$ cat config.mk
export PLATFORM = sky130hd
export DESIGN_NAME = htbl_ctrl
export DESIGN_NICKNAME = d
export VERILOG_FILES = /design/src/rtl/core/htbl_pkg.sv /design/src/rtl/core/htbl_ctrl.sv
export SDC_FILE = /design/constraint.sdc
export NUM_CORES = 1
export LEC_CHECK = 0
export ABC_AREA = 1
export BUFFER_PORTS_ARGS = -buffer_cell sky130_fd_sc_hd__buf_2
export CORE_AREA = 5 5 42 44
export CTS_CLUSTER_DIAMETER = 50
export CTS_CLUSTER_SIZE = 12
export DETAILED_ROUTE_END_ITERATION = 8
export DIE_AREA = 0 0 47 49
export GPL_TIMING_DRIVEN = 0
export MAX_ROUTING_LAYER = met4
export PLACE_DENSITY = 0.75
export SKIP_LAST_GASP = 1
export SYNTH_ARGS = -nofsm -noshare
export SYNTH_HDL_FRONTEND = slang
export SYNTH_SLANG_ARGS = --single-unit
$ cat constraint.sdc
create_clock -name aclk -period 1 [get_ports aclk]
set_input_delay 0.1 -clock aclk [delete_from_list [all_inputs] [get_ports aclk]]
set_output_delay 0.1 -clock aclk [all_outputs]
set_load 0.005 [all_outputs]
$ cat src/rtl/core/htbl_pkg.sv
`default_nettype none

package htbl_pkg;

    localparam int TIME_W    = 48;
    localparam int VAL_W     = 32;
    localparam int P_W       = 42;
    localparam int HALF_W    = 21;
    localparam int PROD_W    = HALF_W + VAL_W;
    localparam int X_W       = P_W + VAL_W;
    localparam int US_PER_MS = 1000;
    localparam int PERIOD_RST = 1000;

    typedef struct packed {
        logic [0:0]        func;
        logic [4:0]        slot;
        logic [TIME_W-1:0] now_us;
        logic [VAL_W-1:0]  amount;
        logic [VAL_W-1:0]  rate;
        logic [VAL_W-1:0]  period_ms;
    } htbl_in_t;

    typedef struct packed {
        logic [VAL_W-1:0] granted;
        logic [VAL_W-1:0] tokens_left;
    } htbl_out_t;

    localparam logic [0:0] FUNC_REQUEST = 1'b0;
    localparam logic [0:0] FUNC_LOAD    = 1'b1;

    typedef enum logic [3:0] {
        ST_IDLE,
        ST_DECODE,
        ST_FETCH,
        ST_PREP,
        ST_CHECK,
        ST_MUL_HI,
        ST_MUL_SUM,
        ST_DIV,
        ST_ADD,
        ST_FINISH
    } htbl_state_t;

    typedef struct packed {
        logic capture;
        logic oor_result;
        logic load_slot;
        logic fetch;
        logic prep;
        logic ld_full;
        logic mul_lo;
        logic mul_hi;
        logic mul_sum;
        logic div_step;
        logic ld_add;
        logic finish;
    } htbl_cmd_t;

    typedef struct packed {
        logic slot_ok;
        logic is_load;
        logic back;
        logic full;
        logic div_last;
    } htbl_sts_t;

endpackage

`default_nettype wire

$ cat src/rtl/core/htbl_ctrl.sv
`default_nettype none

module htbl_ctrl
    import htbl_pkg::*;
(
    input  wire logic      aclk,
    input  wire logic      aresetn,
    input  wire logic      s_valid,
    output logic           s_ready,
    output logic           m_valid,
    input  wire logic      m_ready,
    input  wire htbl_sts_t sts,
    output htbl_cmd_t      cmd
);

    htbl_state_t state_reg, state_next;
    logic        m_valid_reg, m_valid_next;
    logic        out_free;
    logic        res_load;

    assign out_free = !m_valid_reg || m_ready;
    assign res_load = cmd.oor_result || cmd.load_slot || cmd.finish;
    assign m_valid  = m_valid_reg;
    assign s_ready  = (state_reg == ST_IDLE);

    always_ff @(posedge aclk) begin
        if (!aresetn) begin
            state_reg   <= ST_IDLE;
            m_valid_reg <= 1'b0;
        end else begin
            state_reg   <= state_next;
            m_valid_reg <= m_valid_next;
        end
    end

    always_comb begin
        state_next = state_reg;
        cmd        = '0;
        unique case (state_reg)
            ST_IDLE: begin
                if (s_valid) begin
                    cmd.capture = 1'b1;
                    state_next  = ST_DECODE;
                end
            end
            ST_DECODE: begin
                if (!sts.slot_ok) begin
                    if (out_free) begin
                        cmd.oor_result = 1'b1;
                        state_next     = ST_IDLE;
                    end
                end else if (sts.is_load) begin
                    if (out_free) begin
                        cmd.load_slot = 1'b1;
                        state_next    = ST_IDLE;
                    end
                end else begin
                    state_next = ST_FETCH;
                end
            end
            ST_FETCH: begin
                cmd.fetch  = 1'b1;
                state_next = ST_PREP;
            end
            ST_PREP: begin
                cmd.prep   = 1'b1;
                state_next = ST_CHECK;
            end
            ST_CHECK: begin
                if (sts.back) begin
                    state_next = ST_FINISH;
                end else if (sts.full) begin
                    cmd.ld_full = 1'b1;
                    state_next  = ST_FINISH;
                end else begin
                    cmd.mul_lo = 1'b1;
                    state_next = ST_MUL_HI;
                end
            end
            ST_MUL_HI: begin
                cmd.mul_hi = 1'b1;
                state_next = ST_MUL_SUM;
            end
            ST_MUL_SUM: begin
                cmd.mul_sum = 1'b1;
                state_next  = ST_DIV;
            end
            ST_DIV: begin
                cmd.div_step = 1'b1;
                if (sts.div_last) begin
                    state_next = ST_ADD;
                end
            end
            ST_ADD: begin
                cmd.ld_add = 1'b1;
                state_next = ST_FINISH;
            end
            ST_FINISH: begin
                if (out_free) begin
                    cmd.finish = 1'b1;
                    state_next = ST_IDLE;
                end
            end
            default: begin
                state_next = ST_IDLE;
            end
        endcase
    end

    always_comb begin
        if (res_load) begin
            m_valid_next = 1'b1;
        end else if (m_ready) begin
            m_valid_next = 1'b0;
        end else begin
            m_valid_next = m_valid_reg;
        end
    end

endmodule

`default_nettype wire

==> results.cfg <==
[global_routing]
grt_use_total = 0.1262
grt_pass1_vias = 539
antenna_found_initial = 0
overflow = 0
grt_max_degree = 7
grt_pass1_wl_mm = 2.063

[timing]
setup_slack_ns = -0.2246
timing.fmax_mhz = 816.6
maxSlewHeadroom = 0.8505
layout_min_cycle_time_ns = 1.225
rsz0062_at_grt = true
final.period_utilization = 1.225
slew_viol_final = 0
worst_clock_skew_ns = 0.002049
holdWs_ns = 0.08386
setup-violations-final = 18
tightest_slew_ns = 0.2226
finalHoldViolCount = 0

[logic_synthesis]
seq_area_frac_synth = 0.2319
synth_fa_ha_area_frac = 0
synth_top_family_by_area = simple AND/OR/NAND/NOR gates
yosys.area.top_type_share = 0.2319
synth_area_per_cell_um2 = 5.264
synthCells = 82
ys_types = 15
synth_compound_area_frac = 0.08406
yosys.area_share.simple = 0.5014
synth_xor_area_frac = 0
ys_ff_latch = 5
syn-num-nets = 91
synth.area.top_cells = dfxtp_1 23%, inv_1 16%, nand2_1 16%, nor2_1 14%, nand3_1 10%
yosysWarnings = 0
syn_area_um2 = 431.7
synthMuxAreaShare = 0
synth_top_area_cell = dfxtp_1

[drt]
via_per_inst = 4.534
antenna_left = 0
wl_per_cell_um = 9.656
drc = 0
first_iter_violations = 8
vias = 594
dr.pass1.iters = 3
totalWireLength_mm = 1.265

[die]
core-area_um2 = 1401
placementRows = 14
die_w_um = 47
die_h_um = 49
initial_core_util = 0.3080
dieArea_um2 = 2303
ios = 23

[clock_tree]
clock_sinks = 5
clk_pin_slew_ns = 0.04
cts_hold_buffers = 0
cts_tree = yes
clock_latency_ns = 0.24
cts-htree-levels = 1
cts_buffer_depth = 2
root_buffer = clkbuf_4
cts_made_buffers = 3

[placement]
placed_area_um2 = 564.3
routabilityCongestion = 0.8878
io_buffers = 22
hpwl_um = 951

[power]
p_int_uw = 467.0
ir_worst_vdd_mv = 0.6550
p_per_area_nw_per_um2 = 956.3
p_comb_frac = 0.338
seqPwrFrac = 0.338
p_clk_frac = 0.324
leakagePower_uw = 0.0004587
switchingPower_uw = 228.2
swShare = 0.3283

[setup_path]
cp_data_arrival_time_ns = 1.12
path_cells = inv_6 > nand2_4 > nor2_4 > nand4_1 > inv_1 > buf_2
cp_slowest_cell = dfxtp_4
cp.buffers_inverters = 3
reg2regPathDepth = 9
reg2reg_from = state_reg[3]
crit_family = flip-flops
critPathCaptureType = output pin
worst_r2r_endpoint = m_valid
path_max_fanout = 5
path_class = flip-flop to output pin
rrSetupSlack_ns = -0.16
cpPeakStageDelay_ns = 0.36
startpoint_type = flip-flop
cp.required_ns = 0.90

[cells_and_area]
fillCellCount = 144
final-seq-area_um2 = 115.1
nNetsFinal = 125
drive_gt1_frac = 0.4783
antenna_cells = 0
area_growth_pct = 68.41
stdcell_area_um2 = 726.9
largest_reg_flops = 4
multiInputGateArea_um2 = 309.0
mostFrequentLayoutCell = buf_2
mostFrequentLayoutCells = 22 x buf_2, 16 x inv_1, 13 x nand2_1

[hold_path]
hp-start = aresetn
whs_path_depth = 3
whs_endpoint = m_valid
min_path_type = input port to flip-flop

[run_status]
failed_checks = negative setup slack
status = finished with violations

[job]
maxCapViolCount = 0
==> area by class of cell <==
type,instances,share of cell area
sequential,5,0.1583
multi-input combinational,56,0.4251
tap,16,0.02754
clock buffer,4,0.03614
inverter,21,0.1291
timing repair buffer,29,0.2238
==> synth_stat cells, drive strengths merged <==
| cell | n |
|---|---|
| a21oi | 1 |
| a31oi | 1 |
| dfxtp | 5 |
| inv | 21 |
| nand2 | 18 |
| nand3 | 10 |
| nand4 | 2 |
| nor2 | 17 |
| nor3 | 2 |
| o21ai | 5 |
==> kinds of logic after synthesis <==
group                  Yosys count
and+or+nand+nor                 49
DFF                              5
buffers and inverters           21
AOI/OAI and AO/OA                7
==> how the worst max path moves through the flow <==
stage / to / startpoint / slack, ns / cells after the start
after detailed placement: m_valid / state_reg[2] / -0.11 / 7
after global placement: state_reg[0] / state_reg[2] / -0.1 / 7
after floorplan: state_reg[0] / state_reg[2] / 0.002 / 7
after CTS: cmd[6] / state_reg[3] / -0.23 / 6
after global routing: cmd[3] / state_reg[2] / -0.32 / 5
final: cmd[9] / state_reg[1] / -0.22 / 6
==> through the flow <==
step | util | TNS (ns) | cells | power [uW] | worst slack [ns]
detailed placement | 0.4027 | -0.7911 | 120 | 403.3 | -0.1132
finish | 0.5188 | -2.763 | 131 | 695.2 | -0.2246
global route | 0.5188 | -4.404 | 131 | 770.4 | -0.3152
global placement | 0.4027 | -0.6061 | 120 | 399.8 | -0.09975
floorplan | - | 0 | 82 | 339.1 | 0.002051
CTS | 0.4938 | -2.608 | 128 | 696.5 | -0.2278
==> power groups by stage <==
| stage | Sequential (uW) | Clock, uW | Combinational, uW |
|---|---|---|---|
| 6_report | 235 | 225 | 235 |
| 5_1_grt | 236 | 269 | 265 |
| 4_1_cts | 230 | 242 | 224 |
| 3_5_place_dp | 232 | 0 | 171 |
| 3_3_place_gp | 233 | 0 | 167 |
| 2_1_floorplan | 230 | 0 | 109 |
==> timing repair <==
| item | CTS | global route |
|---|---|---|
| resized for setup | 26 | 5 |
| pin swaps | 5 | 1 |
| hold endpoints to repair | 0 | 0 |
| endpoints found under the setup margin | 18 | 18 |
| setup buffers | 5 | 3 |
| gates cloned | 0 | 0 |
==> routing by layer <==
metal,up-vias,wire length (um),track usage
li1,317,-,-
met1,262,455,0.1138
met3,2,76,0.04059
met5,-,0,-
met2,13,714,0.2104
met4,0,19,0.08756
==> worst min-delay path: cells and delay by family <==
kind / cells / cell delay (ns)
compound gates: 1 / 0.05
buf+inv: 2 / 0.14
(Power assumes the default switching activity.)
